==> config.mk <==
export PLATFORM = sky130hd
export DESIGN_NAME = radial_spotlight_luminance_flat
export DESIGN_NICKNAME = d
export VERILOG_FILES = /design/src/rtl/core/rsl_pkg.sv /design/src/rtl/core/rsl_in_if.sv /design/src/rtl/core/rsl_out_if.sv /design/src/rtl/core/rsl_sqrt_cell.sv /design/src/rtl/core/rsl_front.sv /design/src/rtl/core/rsl_back.sv /design/src/rtl/core/radial_spotlight_luminance.sv /design/src/flat_wrapper.sv
export SDC_FILE = /design/constraint.sdc
export NUM_CORES = 2
export LEC_CHECK = 0
export ABC_AREA = 0
export BUFFER_PORTS_ARGS = -buffer_cell sky130_fd_sc_hd__buf_2
export CAP_MARGIN = 25
export CORE_MARGIN = 5
export CORE_UTILIZATION = 48
export CTS_CLUSTER_DIAMETER = 50
export CTS_CLUSTER_SIZE = 40
export DETAILED_ROUTE_END_ITERATION = 12
export GPL_TIMING_DRIVEN = 1
export HOLD_SLACK_MARGIN = 0.12
export PLACE_DENSITY_LB_ADDON = 0.1
export SLEW_MARGIN = 10
export SYNTH_ARGS = -nofsm -noshare
export SYNTH_HDL_FRONTEND = slang
export SYNTH_SLANG_ARGS = --single-unit
==> constraint.sdc <==
create_clock -name i_clk -period 18 [get_ports i_clk]
set_clock_uncertainty 0.1 [all_clocks]
set_input_delay 0 -clock i_clk [delete_from_list [all_inputs] [get_ports i_clk]]
set_output_delay 0 -clock i_clk [all_outputs]
set_load 0.05 [all_outputs]
==> src/rtl/core/rsl_pkg.sv <==
// Shared constants, types and codes of the radial spotlight luminance block.
`default_nettype none
package rsl_pkg;

    // Field widths
    localparam int unsigned COORD_BITS = 12;
    localparam int unsigned CTR_W      = 14;
    localparam int unsigned LUMA_W     = 16;

    // Configuration port
    localparam int unsigned CFG_IDX_W  = 1;
    localparam int unsigned CFG_DATA_W = CTR_W;
    localparam logic [CFG_IDX_W-1:0] CFG_CENTER_COL = 1'd0;
    localparam logic [CFG_IDX_W-1:0] CFG_CENTER_ROW = 1'd1;

    // Distance datapath: difference, magnitude, square and radicand
    localparam int unsigned DIFF_W  = CTR_W + 1;
    localparam int unsigned ABS_W   = DIFF_W - 1;
    localparam int unsigned SQ_W    = 2 * ABS_W;
    localparam int unsigned DSQ_W   = SQ_W + 1;
    localparam int unsigned FRAC_SH = 8;
    localparam int unsigned RAD_W   = 2 * ((DSQ_W + FRAC_SH + 1) / 2);
    localparam int unsigned SQ_STEPS = RAD_W / 2;
    localparam int unsigned ROOT_W  = SQ_STEPS;
    localparam int unsigned REM_W   = ROOT_W + 1;

    // Falloff rule
    localparam int unsigned FALLOFF_RADIUS = 160;
    localparam int unsigned D_LIM   = FALLOFF_RADIUS * 16;
    localparam int unsigned DL_W    = $clog2(D_LIM + 1);
    localparam int unsigned DROP_SH = 9;
    localparam int unsigned DROP_BIAS = 24;
    localparam int unsigned NUM_W   = DL_W + DROP_SH + 1;

    // Divide by 25 through a reciprocal: exact for numerators below 2^30
    localparam int unsigned RECIP_W = 28;
    localparam int unsigned DIV25_SH = 32;
    localparam logic [RECIP_W-1:0] DIV25_RECIP = 28'd171798692;
    localparam int unsigned PROD_W  = NUM_W + RECIP_W;
    localparam int unsigned DROP_W  = PROD_W - DIV25_SH;

    // Factor in Q1.16
    localparam int unsigned FAC_W    = 17;
    localparam int unsigned FAC_FRAC = 16;
    localparam int unsigned FAC_ONE  = 65536;
    localparam int unsigned FAR_FACTOR = 13107;
    localparam int unsigned EXT_W   = (DROP_W > FAC_W) ? DROP_W : FAC_W;
    localparam int unsigned SCL_W   = LUMA_W + FAC_W;

    // Register stages: three in front, one per root bit, three at the back
    localparam int unsigned PIPE_DEPTH = 3 + SQ_STEPS + 3;
    localparam int unsigned CNT_W      = $clog2(PIPE_DEPTH + 1);

    // Item moving through the square root cells
    typedef struct packed {
        logic [RAD_W-1:0]  rad;
        logic [REM_W-1:0]  rem;
        logic [ROOT_W-1:0] root;
        logic [LUMA_W-1:0] luma;
    } t_sq_data;

endpackage
`default_nettype wire

==> src/rtl/core/rsl_in_if.sv <==
// Input channel: pixel coordinates and luminance with valid/ready.
`default_nettype none
interface rsl_in_if;
    import rsl_pkg::*;

    logic                  valid;
    logic                  ready;
    logic [COORD_BITS-1:0] pix_col;
    logic [COORD_BITS-1:0] pix_row;
    logic [LUMA_W-1:0]     luma_in;

    modport source (output valid, output pix_col, output pix_row, output luma_in,
                    input ready);
    modport sink   (input valid, input pix_col, input pix_row, input luma_in,
                    output ready);
endinterface
`default_nettype wire

==> src/rtl/core/rsl_out_if.sv <==
// Output channel: attenuated luminance with valid/ready.
`default_nettype none
interface rsl_out_if;
    import rsl_pkg::*;

    logic              valid;
    logic              ready;
    logic [LUMA_W-1:0] luma_out;

    modport source (output valid, output luma_out, input ready);
    modport sink   (input valid, input luma_out, output ready);
endinterface
`default_nettype wire

==> src/rtl/core/rsl_sqrt_cell.sv <==
// One square root cell: settles one root bit and hands the item to its neighbor.
`default_nettype none
module rsl_sqrt_cell (
    input  wire logic              i_clk,
    input  wire logic              i_rst_n,
    input  wire logic              i_vld,
    output logic                   o_rdy,
    input  wire rsl_pkg::t_sq_data i_data,
    output logic                   o_vld,
    input  wire logic              i_rdy,
    output rsl_pkg::t_sq_data      o_data
);
    import rsl_pkg::*;

    logic              r_vld;
    t_sq_data          r_data;
    t_sq_data          n_data;
    logic [REM_W+1:0]  w_rem;
    logic [REM_W+1:0]  w_trial;
    logic [REM_W+1:0]  w_diff;
    logic              w_ld;

    // Shift in the next two radicand bits and try the new root bit
    always_comb begin
        w_rem   = {i_data.rem, i_data.rad[RAD_W-1 -: 2]};
        w_trial = (REM_W + 2)'({i_data.root, 2'b01});
        w_diff  = w_rem - w_trial;
        n_data      = i_data;
        n_data.rad  = {i_data.rad[RAD_W-3:0], 2'b00};
        if (w_rem >= w_trial) begin
            n_data.rem  = w_diff[REM_W-1:0];
            n_data.root = {i_data.root[ROOT_W-2:0], 1'b1};
        end else begin
            n_data.rem  = w_rem[REM_W-1:0];
            n_data.root = {i_data.root[ROOT_W-2:0], 1'b0};
        end
    end

    assign w_ld  = !r_vld || i_rdy;
    assign o_rdy = w_ld;

    // Advance when the neighbor takes the held item or the cell is empty
    always_ff @(posedge i_clk) begin
        if (!i_rst_n) begin
            r_vld <= 1'b0;
        end else if (w_ld) begin
            r_vld <= i_vld;
        end
    end

    always_ff @(posedge i_clk) begin
        if (w_ld && i_vld) begin
            r_data <= n_data;
        end
    end

    assign o_vld  = r_vld;
    assign o_data = r_data;
endmodule
`default_nettype wire

==> src/rtl/core/rsl_front.sv <==
// Front stages: offsets from the center, squares and the scaled radicand.
`default_nettype none
module rsl_front (
    input  wire logic                              i_clk,
    input  wire logic                              i_rst_n,
    input  wire logic signed [rsl_pkg::CTR_W-1:0]  i_center_col,
    input  wire logic signed [rsl_pkg::CTR_W-1:0]  i_center_row,
    input  wire logic                              i_vld,
    output logic                                   o_rdy,
    input  wire logic [rsl_pkg::COORD_BITS-1:0]    i_col,
    input  wire logic [rsl_pkg::COORD_BITS-1:0]    i_row,
    input  wire logic [rsl_pkg::LUMA_W-1:0]        i_luma,
    output logic                                   o_vld,
    input  wire logic                              i_rdy,
    output rsl_pkg::t_sq_data                      o_data
);
    import rsl_pkg::*;

    logic              r_vld_a, r_vld_b, r_vld_c;
    logic              w_ld_a, w_ld_b, w_ld_c;
    logic [ABS_W-1:0]  r_ax, r_ay;
    logic [SQ_W-1:0]   r_sqx, r_sqy;
    logic [DSQ_W-1:0]  r_dsq;
    logic [LUMA_W-1:0] r_luma_a, r_luma_b, r_luma_c;
    logic [DIFF_W-1:0] w_dx, w_dy;
    logic [DIFF_W-1:0] w_mx, w_my;

    // Signed offsets and their magnitudes
    always_comb begin
        w_dx = {{(DIFF_W-COORD_BITS){1'b0}}, i_col}
             - {{(DIFF_W-CTR_W){i_center_col[CTR_W-1]}}, i_center_col};
        w_dy = {{(DIFF_W-COORD_BITS){1'b0}}, i_row}
             - {{(DIFF_W-CTR_W){i_center_row[CTR_W-1]}}, i_center_row};
        w_mx = w_dx[DIFF_W-1] ? (~w_dx + DIFF_W'(1)) : w_dx;
        w_my = w_dy[DIFF_W-1] ? (~w_dy + DIFF_W'(1)) : w_dy;
    end

    assign w_ld_c = !r_vld_c || i_rdy;
    assign w_ld_b = !r_vld_b || w_ld_c;
    assign w_ld_a = !r_vld_a || w_ld_b;
    assign o_rdy  = w_ld_a;

    // Valid bits of the three stages
    always_ff @(posedge i_clk) begin
        if (!i_rst_n) begin
            r_vld_a <= 1'b0;
            r_vld_b <= 1'b0;
            r_vld_c <= 1'b0;
        end else begin
            if (w_ld_a) r_vld_a <= i_vld;
            if (w_ld_b) r_vld_b <= r_vld_a;
            if (w_ld_c) r_vld_c <= r_vld_b;
        end
    end

    // Hold magnitudes
    always_ff @(posedge i_clk) begin
        if (w_ld_a && i_vld) begin
            r_ax     <= w_mx[ABS_W-1:0];
            r_ay     <= w_my[ABS_W-1:0];
            r_luma_a <= i_luma;
        end
    end

    // Square each magnitude
    always_ff @(posedge i_clk) begin
        if (w_ld_b && r_vld_a) begin
            r_sqx    <= SQ_W'(r_ax) * SQ_W'(r_ax);
            r_sqy    <= SQ_W'(r_ay) * SQ_W'(r_ay);
            r_luma_b <= r_luma_a;
        end
    end

    // Sum of squares
    always_ff @(posedge i_clk) begin
        if (w_ld_c && r_vld_b) begin
            r_dsq    <= DSQ_W'(r_sqx) + DSQ_W'(r_sqy);
            r_luma_c <= r_luma_b;
        end
    end

    // Radicand carries four fraction bits in the root
    always_comb begin
        o_data.rad  = RAD_W'({r_dsq, {FRAC_SH{1'b0}}});
        o_data.rem  = '0;
        o_data.root = '0;
        o_data.luma = r_luma_c;
    end

    assign o_vld = r_vld_c;
endmodule
`default_nettype wire

==> src/rtl/core/rsl_back.sv <==
// Back stages: falloff factor from the distance and the scaled luminance.
`default_nettype none
module rsl_back (
    input  wire logic                           i_clk,
    input  wire logic                           i_rst_n,
    input  wire logic                           i_vld,
    output logic                                o_rdy,
    input  wire logic [rsl_pkg::ROOT_W-1:0]     i_dist,
    input  wire logic [rsl_pkg::LUMA_W-1:0]     i_luma,
    output logic                                o_vld,
    input  wire logic                           i_rdy,
    output logic [rsl_pkg::LUMA_W-1:0]          o_luma
);
    import rsl_pkg::*;

    logic              r_vld_d, r_vld_e, r_vld_f;
    logic              w_ld_d, w_ld_e, w_ld_f;
    logic [PROD_W-1:0] r_prod;
    logic              r_near;
    logic [LUMA_W-1:0] r_luma_d, r_luma_e;
    logic [FAC_W-1:0]  r_factor;
    logic [LUMA_W-1:0] r_out;
    logic [NUM_W-1:0]  w_num;
    logic              w_near;
    logic [EXT_W-1:0]  w_drop;
    logic [EXT_W-1:0]  w_diff;
    logic [FAC_W-1:0]  n_factor;
    logic [SCL_W-1:0]  w_scaled;

    // Numerator of the ceiling divide by 25
    assign w_near = (i_dist <= ROOT_W'(D_LIM));
    assign w_num  = NUM_W'({i_dist[DL_W-1:0], {DROP_SH{1'b0}}}) + NUM_W'(DROP_BIAS);

    // Drop is the product's high part; past the radius the factor is the far factor, else clamped at zero
    always_comb begin
        w_drop = EXT_W'(r_prod[PROD_W-1:DIV25_SH]);
        w_diff = EXT_W'(FAC_ONE) - w_drop;
        if (!r_near) begin
            n_factor = FAC_W'(FAR_FACTOR);
        end else if (w_drop >= EXT_W'(FAC_ONE)) begin
            n_factor = '0;
        end else begin
            n_factor = w_diff[FAC_W-1:0];
        end
    end

    assign w_scaled = SCL_W'(r_luma_e) * SCL_W'(r_factor);

    assign w_ld_f = !r_vld_f || i_rdy;
    assign w_ld_e = !r_vld_e || w_ld_f;
    assign w_ld_d = !r_vld_d || w_ld_e;
    assign o_rdy  = w_ld_d;

    // Valid bits of the three stages
    always_ff @(posedge i_clk) begin
        if (!i_rst_n) begin
            r_vld_d <= 1'b0;
            r_vld_e <= 1'b0;
            r_vld_f <= 1'b0;
        end else begin
            if (w_ld_d) r_vld_d <= i_vld;
            if (w_ld_e) r_vld_e <= r_vld_d;
            if (w_ld_f) r_vld_f <= r_vld_e;
        end
    end

    // Multiply by the reciprocal of 25
    always_ff @(posedge i_clk) begin
        if (w_ld_d && i_vld) begin
            r_prod   <= PROD_W'(w_num) * PROD_W'(DIV25_RECIP);
            r_near   <= w_near;
            r_luma_d <= i_luma;
        end
    end

    // Hold the factor
    always_ff @(posedge i_clk) begin
        if (w_ld_e && r_vld_d) begin
            r_factor <= n_factor;
            r_luma_e <= r_luma_d;
        end
    end

    // Scale and drop the factor's fraction bits
    always_ff @(posedge i_clk) begin
        if (w_ld_f && r_vld_e) begin
            r_out <= w_scaled[FAC_FRAC +: LUMA_W];
        end
    end

    assign o_vld  = r_vld_f;
    assign o_luma = r_out;
endmodule
`default_nettype wire

==> src/rtl/core/radial_spotlight_luminance.sv <==
// A result passes through 25 register stages, with one root bit per square root cell.
// Throughput: one item per cycle unless stalled; the square root is a row of 19 cells.
// Each stage moves on when the next one is empty or moving, so bubbles close up under stall.
// Reset (synchronous, active low) empties the pipeline and clears both center registers.
// Center registers are written through the plain write port and read by every item.
`default_nettype none
module radial_spotlight_luminance (
    input  wire logic                               i_clk,
    input  wire logic                               i_rst_n,
    input  wire logic                               i_cfg_we,
    input  wire logic [rsl_pkg::CFG_IDX_W-1:0]      i_cfg_idx,
    input  wire logic [rsl_pkg::CFG_DATA_W-1:0]     i_cfg_wdata,
    rsl_in_if.sink                                  i_pix,
    rsl_out_if.source                               o_pix
);
    import rsl_pkg::*;

    logic signed [CTR_W-1:0] r_center_col;
    logic signed [CTR_W-1:0] r_center_row;
    logic [SQ_STEPS:0]       w_sq_vld;
    logic [SQ_STEPS:0]       w_sq_rdy;
    t_sq_data                w_sq_data [SQ_STEPS+1];

    // Write center registers
    always_ff @(posedge i_clk) begin
        if (!i_rst_n) begin
            r_center_col <= '0;
            r_center_row <= '0;
        end else if (i_cfg_we) begin
            case (i_cfg_idx)
                CFG_CENTER_COL: r_center_col <= i_cfg_wdata[CTR_W-1:0];
                CFG_CENTER_ROW: r_center_row <= i_cfg_wdata[CTR_W-1:0];
                default: ;
            endcase
        end
    end

    rsl_front u_front (
        .i_clk        (i_clk),
        .i_rst_n      (i_rst_n),
        .i_center_col (r_center_col),
        .i_center_row (r_center_row),
        .i_vld        (i_pix.valid),
        .o_rdy        (i_pix.ready),
        .i_col        (i_pix.pix_col),
        .i_row        (i_pix.pix_row),
        .i_luma       (i_pix.luma_in),
        .o_vld        (w_sq_vld[0]),
        .i_rdy        (w_sq_rdy[0]),
        .o_data       (w_sq_data[0])
    );

    // Chain of square root cells
    for (genvar g = 0; g < SQ_STEPS; g++) begin : g_cell
        rsl_sqrt_cell u_cell (
            .i_clk   (i_clk),
            .i_rst_n (i_rst_n),
            .i_vld   (w_sq_vld[g]),
            .o_rdy   (w_sq_rdy[g]),
            .i_data  (w_sq_data[g]),
            .o_vld   (w_sq_vld[g+1]),
            .i_rdy   (w_sq_rdy[g+1]),
            .o_data  (w_sq_data[g+1])
        );
    end

    rsl_back u_back (
        .i_clk   (i_clk),
        .i_rst_n (i_rst_n),
        .i_vld   (w_sq_vld[SQ_STEPS]),
        .o_rdy   (w_sq_rdy[SQ_STEPS]),
        .i_dist  (w_sq_data[SQ_STEPS].root),
        .i_luma  (w_sq_data[SQ_STEPS].luma),
        .o_vld   (o_pix.valid),
        .i_rdy   (o_pix.ready),
        .o_luma  (o_pix.luma_out)
    );
endmodule
`default_nettype wire

==> src/flat_wrapper.sv <==
// flat-port wrapper written by rule: the top's interface ports become plain ports
module radial_spotlight_luminance_flat import rsl_pkg::*;
  (i_clk, i_rst_n, i_cfg_we, i_cfg_idx, i_cfg_wdata, i_pix_valid, i_pix_pix_col, i_pix_pix_row, i_pix_luma_in, i_pix_ready, o_pix_valid, o_pix_luma_out, o_pix_ready);
  rsl_in_if i_pix_i ();
  rsl_out_if o_pix_i ();
  input  wire logic i_clk;
  input  wire logic i_rst_n;
  input  wire logic i_cfg_we;
  input  wire logic [rsl_pkg::CFG_IDX_W-1:0] i_cfg_idx;
  input  wire logic [rsl_pkg::CFG_DATA_W-1:0] i_cfg_wdata;
  input wire logic [$bits(i_pix_i.valid)-1:0] i_pix_valid;
  input wire logic [$bits(i_pix_i.pix_col)-1:0] i_pix_pix_col;
  input wire logic [$bits(i_pix_i.pix_row)-1:0] i_pix_pix_row;
  input wire logic [$bits(i_pix_i.luma_in)-1:0] i_pix_luma_in;
  output wire logic [$bits(i_pix_i.ready)-1:0] i_pix_ready;
  output wire logic [$bits(o_pix_i.valid)-1:0] o_pix_valid;
  output wire logic [$bits(o_pix_i.luma_out)-1:0] o_pix_luma_out;
  input wire logic [$bits(o_pix_i.ready)-1:0] o_pix_ready;
  assign i_pix_i.valid = i_pix_valid;
  assign i_pix_i.pix_col = i_pix_pix_col;
  assign i_pix_i.pix_row = i_pix_pix_row;
  assign i_pix_i.luma_in = i_pix_luma_in;
  assign i_pix_ready = i_pix_i.ready;
  assign o_pix_valid = o_pix_i.valid;
  assign o_pix_luma_out = o_pix_i.luma_out;
  assign o_pix_i.ready = o_pix_ready;
  radial_spotlight_luminance u_core (.i_clk(i_clk), .i_rst_n(i_rst_n), .i_cfg_we(i_cfg_we), .i_cfg_idx(i_cfg_idx), .i_cfg_wdata(i_cfg_wdata), .i_pix(i_pix_i), .o_pix(o_pix_i));
endmodule
After elaboration in Yosys (flattened, before gate mapping). Index checks and enable logic that the tools add are counted.

Register bits: 1545. Input port bits: 60. Output and inout bits: 18. Word-level logic and storage cells: 270.

$add $sub $neg: 25. Multiply operators: 4. Order comparisons: 21. Mux-type cells: 22. Bitwise gates (word level): 4. Reductions and logical operators: 78.

Operators with widths (number): $mux 39 (17); $ge 22x21->1 (18); $sub 20x20->20 (17); $mul 14x14->28 (2); $mul 22x26->48 const B (1); $mux 14 (3); $mul 16x17->32 (1); $sub 13x14->15 (2); $add 28x28->29 (1); $add 14x1->14 const B (2); $not 14->14 (2); $logic_and 1x1->1 (25); $logic_not 1->1 (25); $logic_or 1x1->1 (25); $add 21x5->22 const B (1); $mux 20 (1); $le 19x12->1 const B (1); $ge 18x17->1 const B (1); $sub 17x17->17 const A (1); $reduce_and 2->1 (2); $not 1->1 (2); $reduce_or 2->1 (1); $sub 1x1->2 const B (1); $ge 1x1->1 const B (1); $mux 1 (1).

Depth between registers and ports, before layout.
Word-level depth: 27. Mapped depth: 27. Depth with buffers taken out: 25.

By module. A second synthesis with hierarchy kept.

Cells, all modules: 9615. Area, all modules: 120311.6 µm².

Modules (own cells, without submodules): rsl_sqrt_cell (u_core.g_cell[0].u_cell ...) (instances 11, cells an instance 306, area an instance 4295.4 µm², sequential area each 2752.6 µm²); rsl_sqrt_cell (u_core.g_cell[3].u_cell ...) (instances 6, cells an instance 302, area an instance 4370.4 µm², sequential area each 2752.6 µm²); rsl_front (instances 1, cells an instance 1925, area an instance 19428.6 µm², sequential area each 4834.6 µm²); rsl_back (instances 1, cells an instance 1814, area an instance 17666.9 µm², sequential area each 2582.5 µm²); rsl_sqrt_cell (u_core.g_cell[9].u_cell) (instances 1, cells an instance 309, area an instance 4431.8 µm², sequential area each 2752.6 µm²); rsl_sqrt_cell (u_core.g_cell[2].u_cell) (instances 1, cells an instance 280, area an instance 4216.5 µm², sequential area each 2752.6 µm²); radial_spotlight_luminance (instances 1, cells an instance 109, area an instance 1096.1 µm², sequential area each 560.5 µm²).

Least setup slack after synthesis. OpenSTA, ideal clock, no wires.

Kind: reg-to-reg. From: register u_core.u_back.r_vld_f, in the netlist u_core.u_back.o_vld. To: register u_core.u_front.r_luma_b[0], enable pin. Setup time: 0.605 ns. Arrival time: 6.776 ns. Path slack: 10.519 ns. Stages on the path, launching flop included: 10. Period minus slack after synthesis: 7.481 ns. Cell sequence: dfxtp_1 -> nor2b_1 -> and3_1 -> and2_2 -> nand3_1 -> nor4_1 -> nand2_1 -> nor2_1 -> and2_0 -> a21boi_0.

Word-level cells in the longest chain between the ends: 26.

Ends and longest elaborated chain: start, declared (line rsl_back.sv:16) `logic r_vld_d, r_vld_e, r_vld_f;`; start signal, assigned (line rsl_back.sv:63) `if (w_ld_f) r_vld_f <= r_vld_e;`; $logic_not 1->1 (line rsl_back.sv:49) `assign w_ld_f = !r_vld_f || i_rdy;`; $logic_or 1x1->1 (line rsl_back.sv:49); $logic_or 1x1->1 (line rsl_back.sv:50) `assign w_ld_e = !r_vld_e || w_ld_f;`; $logic_or 1x1->1 (line rsl_back.sv:51) `assign w_ld_d = !r_vld_d || w_ld_e;`; $logic_or 1x1->1 (19 in series) (line rsl_sqrt_cell.sv:39) `assign w_ld = !r_vld || i_rdy;`; $logic_or 1x1->1 (line rsl_front.sv:38) `assign w_ld_c = !r_vld_c || i_rdy;`; $logic_or 1x1->1 (line rsl_front.sv:39) `assign w_ld_b = !r_vld_b || w_ld_c;`; $logic_and 1x1->1 (line rsl_front.sv:67) `if (w_ld_b && r_vld_a) begin`; end signal, assigned (line rsl_front.sv:70) `r_luma_b <= r_luma_a;`; end, declared (line rsl_front.sv:24) `logic [LUMA_W-1:0] r_luma_a, r_luma_b, r_luma_c;`.

No other way between the ends. A chain may end at the register's enable or synchronous reset.

Worst setup path in the final report.
From: register u_core.u_back.r_luma_e[9]. To: register u_core.u_back.r_out[15], in the netlist u_core.u_back.o_luma[15], data pin.

Word-level cells in the longest chain between the ends: 1.

Ends and longest elaborated chain: start, declared (line rsl_back.sv:20) `logic [LUMA_W-1:0] r_luma_d, r_luma_e;`; start signal, assigned (line rsl_back.sv:80) `r_luma_e <= r_luma_d;`; $mul 16x17->32 (line rsl_back.sv:47) `assign w_scaled = SCL_W'(r_luma_e) * SCL_W'(r_factor);`; via u_core.u_back.w_scaled[31] (line rsl_back.sv:28) `logic [SCL_W-1:0] w_scaled;`; end signal, assigned (line rsl_back.sv:87) `r_out <= w_scaled[FAC_FRAC +: LUMA_W];`; end, declared (line rsl_back.sv:22) `logic [LUMA_W-1:0] r_out;`.

The timed path passes the listed nets, and every way through them passes these cells.

==> results.md <==
* Outcome: complete, no violations
* Pin count of the biggest net entering global routing at 64
* Startpoint Class: flop
* Setup TNS Final at 0 ps
* Via count at 47.43k
* Vias per cell at 5.127
* YS warnings at 0
* Remaining DRCs at 0
* Critical path's largest stage delay at 790 ps
* Max Fclk at 136.5 MHz
* Final WL at 160.4 mm
* Commonest non-fill, non-tap cell in the layout: edfxtp_1
* Crit path top cell by count: fa_1
* Busiest grt layer: met2
* FFs w/ async S/R, synth at 0
* # fillers at 14.23k
* Post-cts resize count at 0
* Die height at 420.4 µm
* Slew @ Worst Pin at 1016 ps
* Syn_area_per_cell at 12.13 µm²
* Clk buf depth at 3
* R2R setup slack at 10,670 ps
* RSZ-0062 raised after global routing: no
* Relative max-transition margin at 0.3226
* Grt ovf at 0
* Final min period at 7327 ps
* Synthesis-to-finish area growth at 11.55%
* DRT Pass-1 Iters at 5
* Largest fanout on the critical path at 17
* GR Util met2 at 0.3207
* Worst Setup End Kind: flop
* Mapped Cells at 6,666
* Worst-path cell chain: nand2_1, fa_1, inv_1, fa_1, inv_1, fa_1, inv_1, fa_1, fa_1, inv_1, fa_1, inv_1, ha_1, nand4_1, nor3_1, a2bb2oi_1, a21oi_1, o41ai_2, a21oi_1, a21o_1, a21oi_1, xnor2_1
* Mapped Nets at 7,967
* Synth Cell Area at 80,850 µm²
* Vias in the first global route at 49.31k
* Gr usage total at 0.1858
* Total number of H-tree levels at 4
* Cts bufs inserted at 133
* Antenna violations before repair at 2
* First-pass GRT wire length at 261.7 mm
* Routing usage on met3 at 0.02717
* Final net count at 8,233
* Clock Sinks at 1,328
* VDD IR-drop max at 0.4384 mV
* WL per Instance at 17.34 µm
* DIE AREA at 176,700 µm²
* Row count at 150
* EDFF count, synth at 1,275
* Starting Density at 0.4829
* IO buf count at 77
* Worst-skew pair later-pin latency at 790 ps
* GPL Wtd Cong at 0.8177
* Clock root buffer: clkbuf_16
* Core ar. at 167,400 µm²
* Post-synth cell types at 87
* Most frequent cells in the layout: 1,275 x edfxtp_1, 1,040 x inv_1, 704 x ha_1, 537 x fa_1, 490 x nand2_1
* Kind of critical path: flop to flop
* Tcrit/Tclk final at 0.4071
* Met1 usage at 0.2478
* Ys flop type: edfxtp_1
* Max-cap check violation count at 0
* Family with the most delay on the worst path: adder cells
* WP buf/inv at 5
* Leakage power at 37.58 nW
* CP max-delay cell: edfxtp_1
* Layout cells sized above 1 at 0.06758
* Fin. max-slew vios at 0
* Seq/Total Area, Yosys at 0.4867
* Critical Path AT at 7750 ps
* Clock-pin slew on the worst setup and hold paths at 70 ps
* Antenna-violating nets left at 0
* Die Wd at 420.4 µm
* # IOs at 78
* Total power at 15.09 mW
* Drt initial violations at 2,490
* DP Wirelength at 119.2 mm
* Power per cell area at 167.3 nW/µm²
* Setup violators final at 0
* #FFs+latches synth at 1,328
* Final Hold Vio Count at 0
* CTS tree: done
* Hold/Removal Path Class: input pin to flop
* Crit path required time at 18,420 ps
==> worst min-delay path, delay by kind of cell <==
| family | cells | cell delay, ps |
|---|---|---|
| adder cells (fa/ha/maj) | 1 | 170 |
| buffers and inverters | 4 | 770 |
==> synthesized netlist by cell type (all sizes together), types with 18 or more instances <==
library cell,n,area [µm²]
clkbuf,102,382.9
xor2,161,1410
or3,31,203.9
xnor2,245,2146
dfxtp,53,1061
nand3,77,385.4
a21boi,48,360.3
and3,28,175.2
or2,33,206.5
a21oi,287,1436
edfxtp,1275,38290
nor2b,75,469.2
nand2b,62,387.9
nor4,50,319.1
and2,238,1490
nor3,97,485.5
ha,704,8808
nand2,491,1851
or4,18,135.1
o21a,84,630.6
fa,537,10750
nor2,324,1216
o21ai,204,1025
mux2,39,439.2
inv,1040,3904
a211oi,20,150.1
nand4,25,156.4
o21bai,19,142.6
a21o,96,720.7
a31oi,22,137.6
==> per-stage QoR <==
stage | worst slack [ps] | util | hold slack (ps) | cells | area (µm²)
floorplan | 10520 | - | -1.131 | 6666 | 80850
global placement | 10720 | 0.5016 | 77.53 | 8861 | 83970
detailed placement | 10570 | 0.5021 | 78.54 | 8865 | 84060
CTS | 10550 | 0.5384 | 184.2 | 9245 | 90130
global route | 10290 | 0.5387 | 263.7 | 9248 | 90180
finish | 10670 | 0.5387 | 257.0 | 9251 | 90190
==> power by group <==
group	leakage [nW]	switching [mW]	internal, mW
logic	23.3	4.58	3.57
clock network	2.26	1.37	1.55
registers	12.0	0.105	3.90
==> metal layers <==
metal	up-vias	part of all wire
li1	23316	-
met1	23234	0.45
met2	662	0.49
met3	222	0.034
met4	0	0.022
met5	-	0
==> area by class of cell <==
class | count | area (µm²) | area share
multi-input cells | 4182 | 37350 | 0.4142
clock buffers | 136 | 3361 | 0.03726
clock inverters | 111 | 1378 | 0.01527
repair buffers | 246 | 2079 | 0.02306
well taps | 2204 | 2758 | 0.03058
inverters | 1041 | 3908 | 0.04332
flip-flops and latches | 1328 | 39350 | 0.4363
diodes | 3 | 7.507 | 0.00008324
==> cell families (layout without fill, tap and decap cells) <==
| kind of cell | after synthesis | count (layout) | share of synthesized area |
|---|---|---|---|
| other | 1 | 4 | 0.00004638 |
| xor gates and xnor gates | 406 | 406 | 0.04398 |
| and+or+nand+nor | 1590 | 1590 | 0.09685 |
| adders and majority gates | 1241 | 1241 | 0.2419 |
| AOI/OAI and AO/OA | 902 | 902 | 0.07085 |
| buffers and inverters | 1156 | 1534 | 0.05389 |
| muxes | 42 | 42 | 0.005803 |
| DFF | 1328 | 1328 | 0.4867 |
==> final timing paths <==
check	depth (start not counted)	end	start
worst max-delay path	22	u_core.u_back.o_luma[15]$_DFFE_PP_	u_core.u_back.r_luma_e[9]$_DFFE_PP_
worst max register to register	22	u_core.u_back.o_luma[15]$_DFFE_PP_	u_core.u_back.r_luma_e[9]$_DFFE_PP_
worst min register to register	0	u_core.g_cell[1].u_cell.o_data[0]$_DFFE_PP_	u_core.g_cell[0].u_cell.o_data[0]$_DFFE_PP_
worst min-delay path	5	u_core.u_front.r_ay[0]$_DFFE_PP_	i_pix_pix_row[0]
==> timing repair <==
| item | 4_1_cts | 5_1_grt |
|---|---|---|
| hold endpoints to repair | 170 | 0 |
| setup buffers | 0 | 0 |
| hold buffers | 133 | 0 |
==> sequential cells by signal, indices dropped and copies added (netlist names), 14 cells and up <==
signal	cells
u_core.g_cell.u_cell.o_data	1032
u_core.u_front.r_dsq	29
u_core.u_front.r_sqx	27
u_core.u_front.r_sqy	27
u_core.g_cell.u_cell.o_vld	19
u_core.u_back.r_prod	18
u_core.u_back.r_factor	17
u_core.u_back.o_luma	16
u_core.u_back.r_luma_d	16
u_core.u_back.r_luma_e	16
u_core.u_front.r_luma_a	16
u_core.u_front.r_luma_b	16
u_core.u_front.r_luma_c	16
u_core.r_center_col	14
u_core.r_center_row	14
u_core.u_front.r_ax	14
u_core.u_front.r_ay	14
(Power assumes the default switching activity.)
